$ cat src/design/dfia_pkg.sv
// dfia_pkg: shared types and constants for the deferred-free index allocator.
// No dependencies; imported by every module of the block.
`timescale 1ns / 1ps

package dfia_pkg;

  // Store geometry
  localparam int MAX_ENTRIES = 256;
  localparam int IDX_W       = $clog2(MAX_ENTRIES);
  localparam int CNT_W       = IDX_W + 1;
  localparam int FENCE_W     = 64;
  localparam int OP_W        = 3;
  localparam int CAP_W       = 9;

  // Capacity after reset
  localparam logic [CAP_W-1:0] CAP_RESET = CAP_W'(256);

  // Operation codes
  typedef enum logic [OP_W-1:0] {
    OP_ACQUIRE = 3'd0,
    OP_RETIRE  = 3'd1,
    OP_RELEASE = 3'd2,
    OP_ADVANCE = 3'd3,
    OP_QUERY   = 3'd4
  } op_t;

  // Per-slot status
  typedef enum logic [1:0] {
    ST_UNAVAIL = 2'd0,
    ST_FREE    = 2'd1,
    ST_LIVE    = 2'd2,
    ST_RETIRED = 2'd3
  } slot_st_t;

  // Sequencer states
  typedef enum logic [1:0] {
    S_IDLE = 2'd0,
    S_SCAN = 2'd1,
    S_DONE = 2'd2
  } seq_state_t;

  // Store write command from the sequencer
  typedef struct packed {
    logic               en;
    logic [IDX_W-1:0]   addr;
    slot_st_t           status;
    logic               fence_en;
    logic [FENCE_W-1:0] fence;
  } wr_cmd_t;

  // One result item
  typedef struct packed {
    logic             ok;
    logic [IDX_W-1:0] granted;
  } result_t;

endpackage

$ cat src/design/dfia_seq.sv
// dfia_seq: scan sequencer with the shared fence comparator; walks the store one slot a cycle.
// Depends on dfia_pkg.
`timescale 1ns / 1ps

module dfia_seq (
  input  logic                            clk,
  input  logic                            rst_n,
  input  logic                            in_valid,
  output logic                            in_ready,
  input  logic [dfia_pkg::OP_W-1:0]       in_op,
  input  logic [dfia_pkg::IDX_W-1:0]      in_idx,
  input  logic [dfia_pkg::FENCE_W-1:0]    in_fence,
  output logic [dfia_pkg::IDX_W-1:0]      rd_addr,
  input  dfia_pkg::slot_st_t              rd_status,
  input  logic [dfia_pkg::FENCE_W-1:0]    rd_fence,
  output dfia_pkg::wr_cmd_t               wr,
  input  logic                            out_space,
  output logic                            res_load,
  output dfia_pkg::result_t               res
);
  import dfia_pkg::*;

  seq_state_t         state_r, state_nxt;
  logic [OP_W-1:0]    op_r, op_nxt;
  logic [FENCE_W-1:0] fence_r, fence_nxt;
  logic [CNT_W-1:0]   scan_idx_r, scan_idx_nxt;
  logic [CNT_W-1:0]   scan_end_r, scan_end_nxt;
  logic               eval_vld_r, eval_vld_nxt;
  logic [IDX_W-1:0]   eval_idx_r, eval_idx_nxt;
  logic               res_ok_r, res_ok_nxt;
  logic [IDX_W-1:0]   res_grant_r, res_grant_nxt;
  logic               in_fire;
  logic               issue;
  logic               fence_le;
  logic               acq_hit;

  // No transfer is taken while reset is held
  assign in_ready = (state_r == S_IDLE) && rst_n;
  assign in_fire  = in_valid && in_ready;
  assign issue    = (scan_idx_r < scan_end_r);
  assign rd_addr  = scan_idx_r[IDX_W-1:0];

  // Shared comparator: stored fence at or below the completed value
  assign fence_le = (rd_fence <= fence_r);

  assign acq_hit  = eval_vld_r && (op_r == OP_ACQUIRE) && (rd_status == ST_FREE);

  assign res_load = (state_r == S_DONE) && out_space;
  assign res.ok      = res_ok_r;
  assign res.granted = res_grant_r;

  // Next state
  always_comb begin
    state_nxt = state_r;
    case (state_r)
      S_IDLE: begin
        if (in_fire) begin
          if (in_op inside {OP_ACQUIRE, OP_RETIRE, OP_RELEASE, OP_ADVANCE, OP_QUERY}) begin
            state_nxt = S_SCAN;
          end else begin
            state_nxt = S_DONE;
          end
        end
      end
      S_SCAN: begin
        if (acq_hit || !issue) begin
          state_nxt = S_DONE;
        end
      end
      S_DONE: begin
        if (out_space) begin
          state_nxt = S_IDLE;
        end
      end
      default: state_nxt = S_IDLE;
    endcase
  end

  // Datapath and store commands
  always_comb begin
    op_nxt        = op_r;
    fence_nxt     = fence_r;
    scan_idx_nxt  = scan_idx_r;
    scan_end_nxt  = scan_end_r;
    eval_vld_nxt  = 1'b0;
    eval_idx_nxt  = eval_idx_r;
    res_ok_nxt    = res_ok_r;
    res_grant_nxt = res_grant_r;
    wr            = '0;
    wr.addr       = eval_idx_r;
    wr.fence      = fence_r;
    case (state_r)
      S_IDLE: begin
        if (in_fire) begin
          op_nxt        = in_op;
          fence_nxt     = in_fence;
          res_ok_nxt    = 1'b0;
          res_grant_nxt = '0;
          case (in_op)
            OP_ACQUIRE: begin
              scan_idx_nxt = CNT_W'(1);
              scan_end_nxt = CNT_W'(MAX_ENTRIES);
            end
            OP_ADVANCE: begin
              scan_idx_nxt = '0;
              scan_end_nxt = CNT_W'(MAX_ENTRIES);
              res_ok_nxt   = 1'b1;
            end
            default: begin
              // single-slot operations visit just the named index
              scan_idx_nxt = {1'b0, in_idx};
              scan_end_nxt = {1'b0, in_idx} + CNT_W'(1);
            end
          endcase
        end
      end
      S_SCAN: begin
        // issue the next read while evaluating the previous one
        if (issue) begin
          scan_idx_nxt = scan_idx_r + CNT_W'(1);
          eval_vld_nxt = 1'b1;
          eval_idx_nxt = scan_idx_r[IDX_W-1:0];
        end
        if (eval_vld_r) begin
          case (op_r)
            OP_ACQUIRE: begin
              if (rd_status == ST_FREE) begin
                wr.en         = 1'b1;
                wr.status     = ST_LIVE;
                res_ok_nxt    = 1'b1;
                res_grant_nxt = eval_idx_r;
                eval_vld_nxt  = 1'b0;
              end
            end
            OP_RETIRE: begin
              if (eval_idx_r != '0 && rd_status == ST_LIVE) begin
                wr.en       = 1'b1;
                wr.status   = ST_RETIRED;
                wr.fence_en = 1'b1;
                res_ok_nxt  = 1'b1;
              end
            end
            OP_RELEASE: begin
              if (eval_idx_r != '0 && rd_status == ST_LIVE) begin
                wr.en      = 1'b1;
                wr.status  = ST_FREE;
                res_ok_nxt = 1'b1;
              end
            end
            OP_ADVANCE: begin
              if (rd_status == ST_RETIRED && fence_le) begin
                wr.en     = 1'b1;
                wr.status = ST_FREE;
              end
            end
            OP_QUERY: begin
              res_ok_nxt = (rd_status == ST_RETIRED);
            end
            default: ;
          endcase
        end
      end
      default: ;
    endcase
  end

  // Control registers
  always_ff @(posedge clk) begin
    if (!rst_n) begin
      state_r    <= S_IDLE;
      eval_vld_r <= 1'b0;
      scan_idx_r <= '0;
      scan_end_r <= '0;
    end else begin
      state_r    <= state_nxt;
      eval_vld_r <= eval_vld_nxt;
      scan_idx_r <= scan_idx_nxt;
      scan_end_r <= scan_end_nxt;
    end
  end

  // Payload registers
  always_ff @(posedge clk) begin
    op_r        <= op_nxt;
    fence_r     <= fence_nxt;
    eval_idx_r  <= eval_idx_nxt;
    res_ok_r    <= res_ok_nxt;
    res_grant_r <= res_grant_nxt;
  end

`ifndef SYNTHESIS
  // Reserved index zero is never written, except possibly by an advance scan
  a_no_wr_zero: assert property (@(posedge clk) disable iff (!rst_n)
    wr.en |-> (wr.addr != '0 || op_r == OP_ADVANCE))
    else $error("status write to reserved index");

  // Store writes only happen while a read result is being evaluated
  a_wr_in_eval: assert property (@(posedge clk) disable iff (!rst_n)
    wr.en |-> (state_r == S_SCAN && eval_vld_r))
    else $error("store write outside evaluation");

  // A granted index always comes with success
  a_grant_ok: assert property (@(posedge clk) disable iff (!rst_n)
    res_load && res.granted != '0 |-> res.ok && op_r == OP_ACQUIRE)
    else $error("grant without success");

  // An accepted item leaves the idle state
  a_busy_after_accept: assert property (@(posedge clk) disable iff (!rst_n)
    in_fire |=> state_r != S_IDLE)
    else $error("sequencer idle after accept");
`endif

endmodule

$ cat config.mk
export PLATFORM = sky130hd
export DESIGN_NAME = dfia_seq
export DESIGN_NICKNAME = d
export VERILOG_FILES = /design/src/design/dfia_pkg.sv /design/src/design/dfia_seq.sv
export SDC_FILE = /design/constraint.sdc
export NUM_CORES = 1
export LEC_CHECK = 0
export BUFFER_PORTS_ARGS = -buffer_cell sky130_fd_sc_hd__buf_2
export CORE_ASPECT_RATIO = 1.25
export CORE_MARGIN = 2
export CORE_UTILIZATION = 54
export CTS_BUF_LIST = sky130_fd_sc_hd__clkbuf_8
export CTS_CLUSTER_SIZE = 30
export DETAILED_ROUTE_END_ITERATION = 16
export GPL_TIMING_DRIVEN = 0
export PLACE_DENSITY_LB_ADDON = 0.2
export SYNTH_ARGS = -nofsm -noshare
export SYNTH_HDL_FRONTEND = slang
export SYNTH_SLANG_ARGS = --single-unit
$ cat constraint.sdc
create_clock -name clk -period 9.8 [get_ports clk]
set_clock_uncertainty 0.1 [all_clocks]
set_input_delay 0.49 -clock clk [delete_from_list [all_inputs] [get_ports clk]]
set_output_delay 0.49 -clock clk [all_outputs]
set_load 0.02 [all_outputs]
Word-level counts from Yosys, hierarchy flattened:

Index checks and enable logic that the tools add are counted.

* register bits after elaboration: 105
* input port bits: 145
* logic and storage cells: 100
* output and inout port bits: 95

* add/sub/neg operators: 2
* equality and inequality tests: 23
* muxes and demuxes: 40
* reductions and logical operators: 24
* magnitude comparators: 2

Operators by type and width (number)
* $le 64x64->1: 1
* $mux 8: 4
* $pmux 8 s2: 2
* $mux 9: 3
* $pmux 9 s2: 1
* $mux 1: 17
* $ne 2x2->1 const B: 7
* $eq 3x2->1 const B: 4
* $mux 2: 5
* $add 8x1->9 const B: 1
* $add 9x1->9 const B: 1
* $lt 9x9->1: 1
* $mux 3: 3
* $pmux 2 s4: 1
* $reduce_bool 8->1: 1
* $logic_and 1x1->1: 7
* $eq 2x2->1 const B: 3
* $eq 3x1->1 const B: 2
* $eq 3x3->1 const B: 2
* $logic_not 3->1: 2
* $ne 3x3->1 const B: 2
* $pmux 1 s3: 2
* $pmux 2 s3: 1
* $reduce_and 2->1: 3
* other kinds (12): 15

Depth between registers and ports, before layout:

Gate-level depths: netlist of run 1.

* depth after elaboration: 6
* mapped depth: 9

Worst setup path after synthesis of run 1:

OpenSTA, ideal clock, no wires.

* path kind: in2reg
* start: in rst_n
* end: reg scan_idx_r[0]
* arrival time: 3.241 ns
* setup time: 0.071 ns
* stages: 9
* slack: 6.389 ns
* buffers on the path: 1
* cell sequence: inv_1 -> nor3_4 -> nand2_2 -> inv_1 -> a21oi_1 -> a21oi_4 -> buf_4 -> o2111ai_1 -> a21oi_1

* longest elaborated chain between the ends: 4

RTL lines
* start: declaration: RTL line dfia_seq.sv:7 `input logic rst_n,`
* $logic_and 1x1->1: RTL line dfia_seq.sv:38 `assign in_ready = (state_r == S_IDLE) && rst_n;`
* named net in_ready: RTL line dfia_seq.sv:9 `output logic in_ready,`
* $logic_and 1x1->1: RTL line dfia_seq.sv:39 `assign in_fire = in_valid && in_ready;`
* $ne 2x2->1 (no line)
* $reduce_and 3->1 (no line)
* end signal: assignment: RTL line dfia_seq.sv:177 `scan_idx_r <= scan_idx_nxt;`
* end: declaration: RTL line dfia_seq.sv:26 `logic [CNT_W-1:0] scan_idx_r, scan_idx_nxt;`

The timed path passes the listed nets, and every way through them passes these cells.
A chain may end at the register's enable or synchronous reset.

==> run metrics, run 1 <==
Netlist Area Pre-Place=5850 um2; DP Worst Slack=6440 ps; setup ws final=6220 ps; Tcrit/Tclk final=0.366; Post-Route WL=14.9 mm; Core Util, Final=0.706; Starting Density=0.554; drt pass-1 iters=5; wire length of the first global-routing pass=23.5 mm; slowest stage delay, CP=440 ps; FF/Latch Area=2940 um2; CTS tree=done; CTS Sinks=105; grt ovf=0; vias per cell=5.37; Synth top area share=0.431; Worst Hold Class=in2reg; Worst Path Max Fanout=3; Post-Synthesis Cells=535; Fin Hold WS=175 ps; cts repair resizes=0; sequential power share=0.468; IO buf count=239; Post-synth top flop=edfxtp_1; Final Hold Viols=0; vias in the first global route=5020; CTS clk-pin slew, worst paths=110 ps; kind of critical path=reg2out; share of layout cells above drive strength 1=0.357; Initial DRC Count=198; ranking of synthesized cells by area=edfxtp_1 43%, ha_1 16%, dfxtp_1 7.2%, inv_1 5.1%, a21oi_1 3.2%; post-synth cell types=55; maxcap violations=0; CTS Buf Count=9; Hold-fix buffers, CTS=0; worst-margin pin slew=754 ps; Post-CTS Setup Inserts=0; root buffer cell=clkbuf_8; # setup viols final=0; std cell rows=42; Synth Register Bits=105; CP Launch Type=flop; Antenna Nets Post-Route=0; post-synth top area cell=edfxtp_1; Slowest cell on crit path=a2111oi_1; Worst Path Required=9210 ps; Die W=97.1 um; Vias=4956; leakage power=3.58 nW; GP Congestion=0.889; status=finished clean; area taken by multi-input logic gates=2500 um2; Max VDD drop=97.1 uV; # H-tree levels=3; cells along the critical path=inv_1 > ha_1 > nand4_1 > nor4_4 > nand4bb_1 > nor3_1 > o21ai_1 > a2111oi_1 > nor3_1 > buf_2; post-synthesis sequential area ratio=0.503; DRC=0; All-Layer GR Usage=0.252; Worst slew margin=0.497; most frequent CP cell=nor3_1; post-synthesis average cell area=10.9 um2; Max clock buf depth=2; largest net degree at the start of global routing=37; setup TNS=0 ps; clock period minus worst slack=3580 ps; Mapped Nets=754; Sw Ratio=0.329; core region area=10600 um2; Async S/R FF share, synth=0; endpoint class of the critical path=output port; fill count=808; number of synthesized flops with an enable pin=84; io pins=240; antenna violations before repair=0; n_diodes=0; Final Max Tran Viols=0; DP Wirelength=12.2 mm; internal power=0.000836 W; clk_lat worst skew=370 ps; PwrDens=167 nW/um2; fin nets=1005; Die Height=120 um; total number of yosys warnings=0; f_max=279 MHz; wire length per cell=16.1 um; Layout Area Growth over Synthesis=27.5%; RSZ-0062 raised after global routing=no; clock power share=0.243; Combinational Power Share=0.289; die area=11700 um2; switching power=0.000411 W; Critical Path AT=2990 ps
-- flip-flops by register name, indices dropped and copies added (netlist names) --
signal and count:
state_r 2, scan_end_r 9, eval_idx_r 8, op_r 3, scan_idx_r 9, res_ok_r 1
fence_r 64, eval_vld_r 1, res_grant_r 8
-- per-stage QoR --
stage	area, um2	total power (W)	cells
finish	7450	0.00125	923
floorplan	5850	0.000824	535
global route	7450	0.00131	923
global placement	7210	0.000934	906
CTS	7450	0.00125	923
detailed placement	7230	0.000952	907
-- routing by layer --
metal  vias to the layer above  wire length (um)  part of all wire  global-route usage
li1                       2431                 -                 -                   -
met1                      2288              5520              0.37               0.272
met2                       214              8030              0.54               0.489
met3                        23              1020             0.068              0.0497
met4                         0               304             0.020              0.0854
met5                         -                 0                 0                   0
-- cell families after synthesis --
family / share of synthesized area
AOI/OAI and AO/OA: 0.119
xor gates and xnor gates: 0.0150
adders and majority gates: 0.158
buffers and inverters: 0.0691
DFF: 0.503
muxes: 0.00171
and+or+nand+nor: 0.134
-- path summary, 6_finish.rpt --
path | startpoint | end | slack (ps) | cells after the start
worst min register to register | scan_end_r[2] | scan_end_r[2] | 360 | 2
worst max-delay path | fence_r[59] | wr[75] | 6220 | 10
worst min-delay path | in_fence[53] | fence_r[53] | 170 | 1
worst max register to register | state_r[1] | scan_idx_r[0] | 7200 | 9
-- synthesized netlist by cell type, types with 2 or more instances --
| library cell | n |
|---|---|
| edfxtp_1 | 84 |
| nand4b_1 | 3 |
| a22oi_1 | 7 |
| a21oi_1 | 37 |
| o21ai_0 | 20 |
| inv_1 | 80 |
| xor2_1 | 4 |
| and3_1 | 2 |
| nand2_1 | 36 |
| buf_2 | 2 |
| nor4_1 | 2 |
| a211oi_1 | 11 |
| a21o_1 | 7 |
| clkbuf_1 | 2 |
| o211ai_1 | 4 |
| a221oi_1 | 2 |
| or2_2 | 2 |
| nor2_1 | 29 |
| a31oi_1 | 2 |
| or4_1 | 3 |
| nand4_1 | 15 |
| xnor2_1 | 6 |
| dfxtp_1 | 21 |
| o21a_1 | 2 |
| buf_4 | 10 |
| nor2b_1 | 3 |
| nand3_1 | 15 |
| nand2b_1 | 8 |
| nor3_1 | 6 |
| and2_1 | 9 |
| ha_1 | 74 |
| and4_1 | 3 |
| a221o_1 | 2 |
-- layout by cell type (no fill, tap or decap), types with 3 or more instances in the layout --
master and count:
buf_2 241, edfxtp_1 84, inv_1 79, ha_1 74, a21oi_1 37, nand2_1 36, nor2_1 29, dfxtp_1 21
o21ai_0 20, nand4_1 15, nand3_1 15, a211oi_1 11, buf_4 10, and2_1 9, clkbuf_8 9, nand2b_1 8
a21o_1 7, a22oi_1 7, nor3_1 6, xnor2_1 6, o211ai_1 4, xor2_1 4, nor2b_1 3, and4_1 3
or4_1 3, nand4b_1 3, clkinv_4 3
-- critical path, delay by kind of cell (launching register included) --
kind | cells | cell delay (ps)
compound gates | 2 | 600
fa+ha+maj | 1 | 310
buf+inv | 2 | 240
flops | 1 | 380
simple gates | 5 | 1100
-- cell type report --
class                           instances  area share
Sequential cell                       105       0.395
Tap cell                              132      0.0222
Inverter                               80      0.0403
Buffer                                 15      0.0139
Timing Repair Buffer                  240       0.163
Multi-Input combinational cell        335       0.335
Clock buffer                            9      0.0166
Clock inverter                          7      0.0138
-- power groups by stage --
stage / sequential, W / combinational, W / clock [W]
after floorplan: 0.000617 / 0.000207 / 0
after global placement: 0.000592 / 0.000342 / 0
after detailed placement: 0.000592 / 0.000360 / 0
after CTS: 0.000582 / 0.000361 / 0.000308
after global routing: 0.000589 / 0.000399 / 0.000324
final: 0.000583 / 0.000361 / 0.000303
Note: power is estimated with default switching activity, not from simulation.
==> inputs of run 2 (changes only) <==
Settings changed: CORE_UTILIZATION 54 to 50.
Clock period 9.8 ns to 3.8 ns, I/O delays scaled along.
==> run 2 against run 1 <==
Effect of this change:
- power increased to 2.6 times the previous value
- final area up 8.4%
- register-to-register slack worse by 6100 ps
- count of clock-buffer cells in the layout is the same
- die area is 7.7% higher
- wire length up 7.5%
- utilization shrank 0.34 points
- worst setup slack worse by 5600 ps
- critical endpoint unchanged
- largest power group unchanged
==> run metrics, run 2 (synthesis results as in run 1) <==
commonest cells after routing, fill and taps aside=241 x buf_2, 84 x edfxtp_1, 79 x inv_1, 74 x ha_1, 67 x dlygate4sd3_1; Worst slew margin=0.401 (-0.0962); Final Hold Viols=0 (unchanged); clk_lat worst skew=380 ps (about the same); vias in the first global route=5444 (+8.4%); fill count=915 (+13%); die area=12600 um2 (+7.7%); Vias=5229 (+5.5%); CTS tree=done; clock period minus worst slack=3220 ps; GP Congestion=0.864 (-2.9%); Regs by FF count=fence_r x64, scan_end_r x9, scan_idx_r x9; fin area=8080 um2 (+8.4%); R2R cell count=9 (unchanged); All-Layer GR Usage=0.252 (about the same); status=finished clean; leakage power=3.84 nW (+7.2%); area taken by multi-input logic gates=2500 um2 (unchanged); wire length per cell=16.1 um (-0.27%); Overall Power=0.00319 W (+160%); DP Area=7220 um2 (-0.14%); CTS Sinks=105 (unchanged); kind of critical path=reg2out; Starting Density=0.508 (-0.0454); CTS clk-pin slew, worst paths=100 ps (about the same); vias per cell=5.26 (-2.1%); PwrDens=395 nW/um2 (+140%); worst-margin pin slew=899 ps (+145 ps); Worst Path Max Fanout=3 (unchanged); CTS Buf Count=9 (unchanged); RSZ-0062 raised after global routing=no; share of layout cells above drive strength 1=0.328 (-0.0286); fin nets=1071 (+6.6%); FF/Latch Area=2940 um2 (unchanged); root buffer cell=clkbuf_8; Max VDD drop=258 uV (+170%); io pins=240 (unchanged); f_max=311 MHz; n_diodes=0 (unchanged); hold path depth=3 (+2); CP Launch Type=flop; drt pass-1 iters=4 (-1); Worst Hold Class=in2reg; most common cell after layout, fill and taps aside=buf_2; Max clock buf depth=2 (unchanged); Post-Route WL=16.0 mm (+7.5%); wire length of the first global-routing pass=24.8 mm (+5.5%); DRC=0 (unchanged); Worst Path Required=3510 ps (-5700 ps); Antenna Nets Post-Route=0 (unchanged); Final Max Tran Viols=0 (unchanged); IO buf count=239 (unchanged); Die W=101 um (+3.8%); Tcrit/Tclk final=0.847; # setup viols final=0 (unchanged); grt ovf=0 (unchanged); Post-CTS Setup Inserts=0 (unchanged); std cell rows=44 (+4.8%); Reg with most FFs=fence_r; antenna violations before repair=0 (unchanged); # H-tree levels=3 (unchanged); core region area=11500 um2 (+8.9%); Critical Path AT=2930 ps (-60 ps); number of flip-flops in the largest register=64 (unchanged); largest net degree at the start of global routing=71 (+92%); Initial DRC Count=144 (-27%); DP Wirelength=12.1 mm (-1.0%); endpoint class of the critical path=output port; maxcap violations=0 (unchanged); Layout Area Growth over Synthesis=38.2%; Die Height=125 um (+3.8%)
-- run 2: cell count changes in the layout (fill, tap and decap cells not counted), sizes merged --
cell / before / now
dlygate4sd3: 0 / 67
buf: 253 / 252
bufinv: 2 / 1
clkinvlp: 1 / 2
-- run 2: routing by layer --
metal / wire length (um) / share of wire / track usage
met5: 0 / 0 / 0
met4: 680 / 0.043 / 0.144
met3: 1020 / 0.064 / 0.0516
met2: 8460 / 0.53 / 0.459
met1: 5830 / 0.36 / 0.262
-- run 2: critical path: stages, from the launching register on --
cell	delay [ps]
edfxtp_1	410
inv_1	60
ha_1	300
nand4_2	170
nor4_4	420
nand4bb_1	230
nor3_1	170
o21ai_1	120
a2111oi_1	390
nor3_1	100
buf_2	180
-- run 2: power breakdown --
part           leakage [nW]  internal [W]  switching, W  total (W)
Sequential            0.954       0.00139      0.000108    0.00150
Clock                0.0954      0.000304      0.000408   0.000711
Combinational          2.79      0.000428      0.000550   0.000978
-- run 2: worst paths after layout --
check	from	end	slack [ps]
worst max-delay path	fence_r[61]	wr[75]	580
worst min-delay path	rst_n	state_r[0]	30
worst max register to register	state_r[1]	scan_idx_r[0]	1130
worst min register to register	scan_end_r[5]	scan_end_r[5]	370
-- run 2: area by class of cell --
| cell class | instances | area share |
|---|---|---|
| tap | 138 | 0.0214 |
| clock inverter | 7 | 0.00852 |
| inverter | 80 | 0.0375 |
| sequential | 105 | 0.364 |
| timing repair buffer | 306 | 0.231 |
| clock buffer | 9 | 0.0153 |
| buffer | 15 | 0.0129 |
| multi-input combinational | 335 | 0.309 |
-- run 2: through the flow --
step	utilization	instances	setup TNS, ps	setup WS [ps]	hold slack, ps
CTS	0.702	995	0	514	10.6
global route	0.702	995	0	266	29.5
finish	0.702	995	0	580	26.8
detailed placement	0.627	912	0	949	268
floorplan	-	535	0	455	189
global placement	0.627	912	-2140	-270	266
-- run 2: timing repair --
item | in CTS | in global routing
hold buffers | 67 | 0
gates resized for setup | 0 | 0
hold endpoints to repair | 67 | 0
==> inputs of run 3 (changes only) <==
Settings changed: ABC_AREA set to 1, CORE_UTILIZATION 50 to 45.
Clock period 3.8 ns to 2.7 ns, I/O delays scaled along.
==> run 3 against run 2 <==
Effect of this change:
- wire length is 0.88% lower
- sequential share of layout area down 1.0 points
- die area is 11% higher
- count of clock-buffer cells in the layout did not move
- synthesized cell count rose by 12%
- flip-flop and latch count did not move
- critical path type unchanged
- critical endpoint unchanged
==> run metrics, run 3 <==
status=finished clean; Initial DRC Count=256 (+78%); Synth Area in XOR/XNOR=0.00600 (-0.00898); commonest cells after routing, fill and taps aside=238 x buf_2, 123 x inv_1, 88 x nand2_1, 84 x edfxtp_1, 73 x dlygate4sd3_1; Worst Hold Class=in2reg; Synth Register Bits=105 (unchanged); drt pass-1 iters=4 (unchanged); largest net degree at the start of global routing=44 (-38%); Max VDD drop=305 uV (+18%); vias in the first global route=5560 (+2.1%); Tcrit/Tclk final=0.943; CTS clk-pin slew, worst paths=100 ps (about the same); total number of yosys warnings=0 (unchanged); Worst Path Buf+Inv=2 (unchanged); CP startpoint=fence_r[61]; Mapped Nets=820 (+8.8%); Commonest cells post-synth=124 x inv_1, 92 x nand2_1, 84 x edfxtp_1; f_max=393 MHz; post-synthesis mux area share=0 (-0.00171); Netlist Area Pre-Place=5840 um2 (-0.13%); Final Hold Viols=0 (unchanged); Regs by FF count=fence_r x64, scan_end_r x9, scan_idx_r x9; Core Util, Final=0.657 (-0.0457); FF/Latch Area=2940 um2 (unchanged); endpoint class of the critical path=output port; ranking of synthesized cells by area=edfxtp_1 43%, ha_1 16%, inv_1 8.0%, dfxtp_1 7.2%, nand2_1 5.9%; IO buf count=239 (unchanged); met1 wire length=5.96 mm (+2.2%); Worst Path Required=2470 ps (-1040 ps); io pins=240 (unchanged); Post-synth top flop=edfxtp_1; R2R Setup Slk=560 ps (-570 ps); number of flip-flops in the largest register=64 (unchanged); DP Worst Slack=371 ps (-578 ps); Die Height=131 um (+5.2%); antenna violations before repair=0 (unchanged); Worst Path Max Fanout=2 (-1); post-synthesis average cell area=9.72 um2 (-11%); post-synth cell types=42 (-24%); share of layout cells above drive strength 1=0.317 (-0.0106); # setup viols final=0 (unchanged); Layout Area Growth over Synthesis=42.4%; reg-to-reg startpoint=scan_idx_r[2]; Post-Synthesis Cells=601 (+12%); post-synth top area cell=edfxtp_1; CTS Sinks=105 (unchanged); main combinational cell family by area after synthesis=adder cells; die area=13900 um2 (+11%); setup ws final=153 ps (-427 ps); Die W=106 um (+5.1%); top-count cell post-synth=inv_1; worst-margin pin slew=576 ps (-323 ps); fin nets=1147 (+7.1%); R2R cell count=10 (+1); GP Congestion=0.896 (+3.7%); leakage power=4.12 nW (+7.4%); cells along the critical path=inv_2 > ha_4 > nand4_1 > nor3_2 > nand2_2 > nor2_4 > nand2_1 > nand2_1 > nand2_1 > nand2_1 > nand2_1 > nand2_2 > nand2_2 > buf_6; Vias=5332 (+2.0%); simple-gate share of the synthesized area=0.139 (+0.00531); wire length per cell=14.4 um (-10%); Crit path max-delay family=simple AND/OR/NAND/NOR gates; Async S/R FF share, synth=0 (unchanged); vias per cell=4.84 (-7.8%); root buffer cell=clkbuf_8; most frequent CP cell=nand2_1; area taken by multi-input logic gates=2420 um2 (-3.2%); Slowest cell on crit path=edfxtp_1; fill count=1019 (+11%); n_diodes=0 (unchanged); met3 WL=976 um (-4.3%); Synth top area share=0.432 (+0.000555); PwrDens=593 nW/um2 (+50%); RSZ-0062 raised after global routing=yes; post-synthesis sequential area ratio=0.504 (+0.000647); number of synthesized flops with an enable pin=84 (unchanged); Reg with most FFs=fence_r; Post-Route WL=15.8 mm (-0.88%); std cell rows=46 (+4.5%); Critical Path AT=2310 ps (-620 ps); Met2 Wirelength=8.58 mm (+1.5%); maxcap violations=0 (unchanged); DRC=0 (unchanged); top routing layer in use=met4; CTS tree=done; worst flop-to-flop path endpoint=state_r[0]; most common cell after layout, fill and taps aside=buf_2; Max clock buf depth=2 (unchanged); Final Max Tran Viols=0 (unchanged); Levels on crit path=14 (+4); Synth Area in Compound Gates=0.0949 (-0.0236); clk_lat worst skew=370 ps (about the same); Worst slew margin=0.615 (+0.215); Antenna Nets Post-Route=0 (unchanged); Starting Density=0.461 (-0.0470); Post-Synth Adder-Cell Area=0.159 (+0.000204); DP Wirelength=12.3 mm (+2.2%); CTS Buf Count=9 (unchanged); core region area=12700 um2 (+10%); CP Launch Type=flop; slowest stage delay, CP=410 ps (about the same); grt ovf=0 (unchanged); kind of critical path=reg2out; All-Layer GR Usage=0.227 (-0.0250); clock period minus worst slack=2550 ps; worst setup path end=wr[75]; # H-tree levels=3 (unchanged); wire length of the first global-routing pass=25.2 mm (+1.7%)
-- run 3: cells by family (layout without fill, tap and decap cells) --
kind of cell | Yosys count | count (layout)
AO/OA/AOI/OAI | 97 | 97
XOR/XNOR | 4 | 4
adder cells (fa/ha/maj) | 74 | 74
buffers and inverters | 138 | 470
flip-flops | 105 | 105
AND/OR/NAND/NOR | 183 | 183
-- run 3: stage by stage --
stage | area, um2 | power (W) | TNS [ps] | std cells | hold slack (ps)
floorplan | 5840 | 0.00332 | 0 | 601 | 134
global placement | 7250 | 0.00381 | -1680 | 1008 | 211
detailed placement | 7270 | 0.00389 | 0 | 1009 | 213
CTS | 8200 | 0.00493 | 0 | 1098 | 15.8
global route | 8320 | 0.00526 | -56.2 | 1101 | 42.3
finish | 8320 | 0.00493 | 0 | 1101 | 36.7
-- run 3: power breakdown --
part	total (W)	leakage (nW)	switching, W	internal [W]
Sequential	0.00223	0.958	0.000175	0.00205
Combinational	0.00174	3.06	0.00104	0.000698
Clock	0.000962	0.104	0.000539	0.000424
-- run 3: cell type report --
class,count,share of cell area
sequential,105,0.354
multi-input combinational,358,0.291
timing repair buffer,316,0.238
inverter,126,0.0573
tap,168,0.0253
clock buffer,9,0.0149
buffer,12,0.0114
clock inverter,7,0.00767
-- run 3: worst reg2reg max path, stage by stage (launching register included) --
cell	delay [ps]
dfxtp_1	480
ha_1	300
a21oi_1	120
o21ai_0	90
nand2_1	70
nand4_1	130
inv_1	310
o21ai_0	250
o21ai_0	130
nand2_1	70
inv_1	50
-- run 3: per-layer routing --
layer / track usage / vias up
met3: 0.0456 / 24
met1: 0.241 / 2456
met4: 0.0811 / 0
li1: - / 2674
met5: 0 / -
met2: 0.438 / 178
-- run 3: repair_timing --
action | 4_1_cts | 5_1_grt
resized for setup | 3 | 20
pin swaps | 2 | 5
setup buffers | 0 | 3
hold buffers | 73 | 0
endpoints found under the setup margin | 2 | 2
endpoints found under the hold margin | 76 | 0
-- run 3: worst min path at each step --
stage	startpoint	to	slack, ps	depth (start not counted)
after floorplan	in_fence[0]	fence_r[0]	130	0
after global placement	in_fence[0]	fence_r[0]	210	1
after detailed placement	in_fence[63]	fence_r[63]	210	1
after CTS	in_idx[4]	scan_end_r[4]	20	3
after global routing	in_idx[1]	scan_end_r[1]	40	4
final	in_idx[1]	scan_end_r[1]	40	4
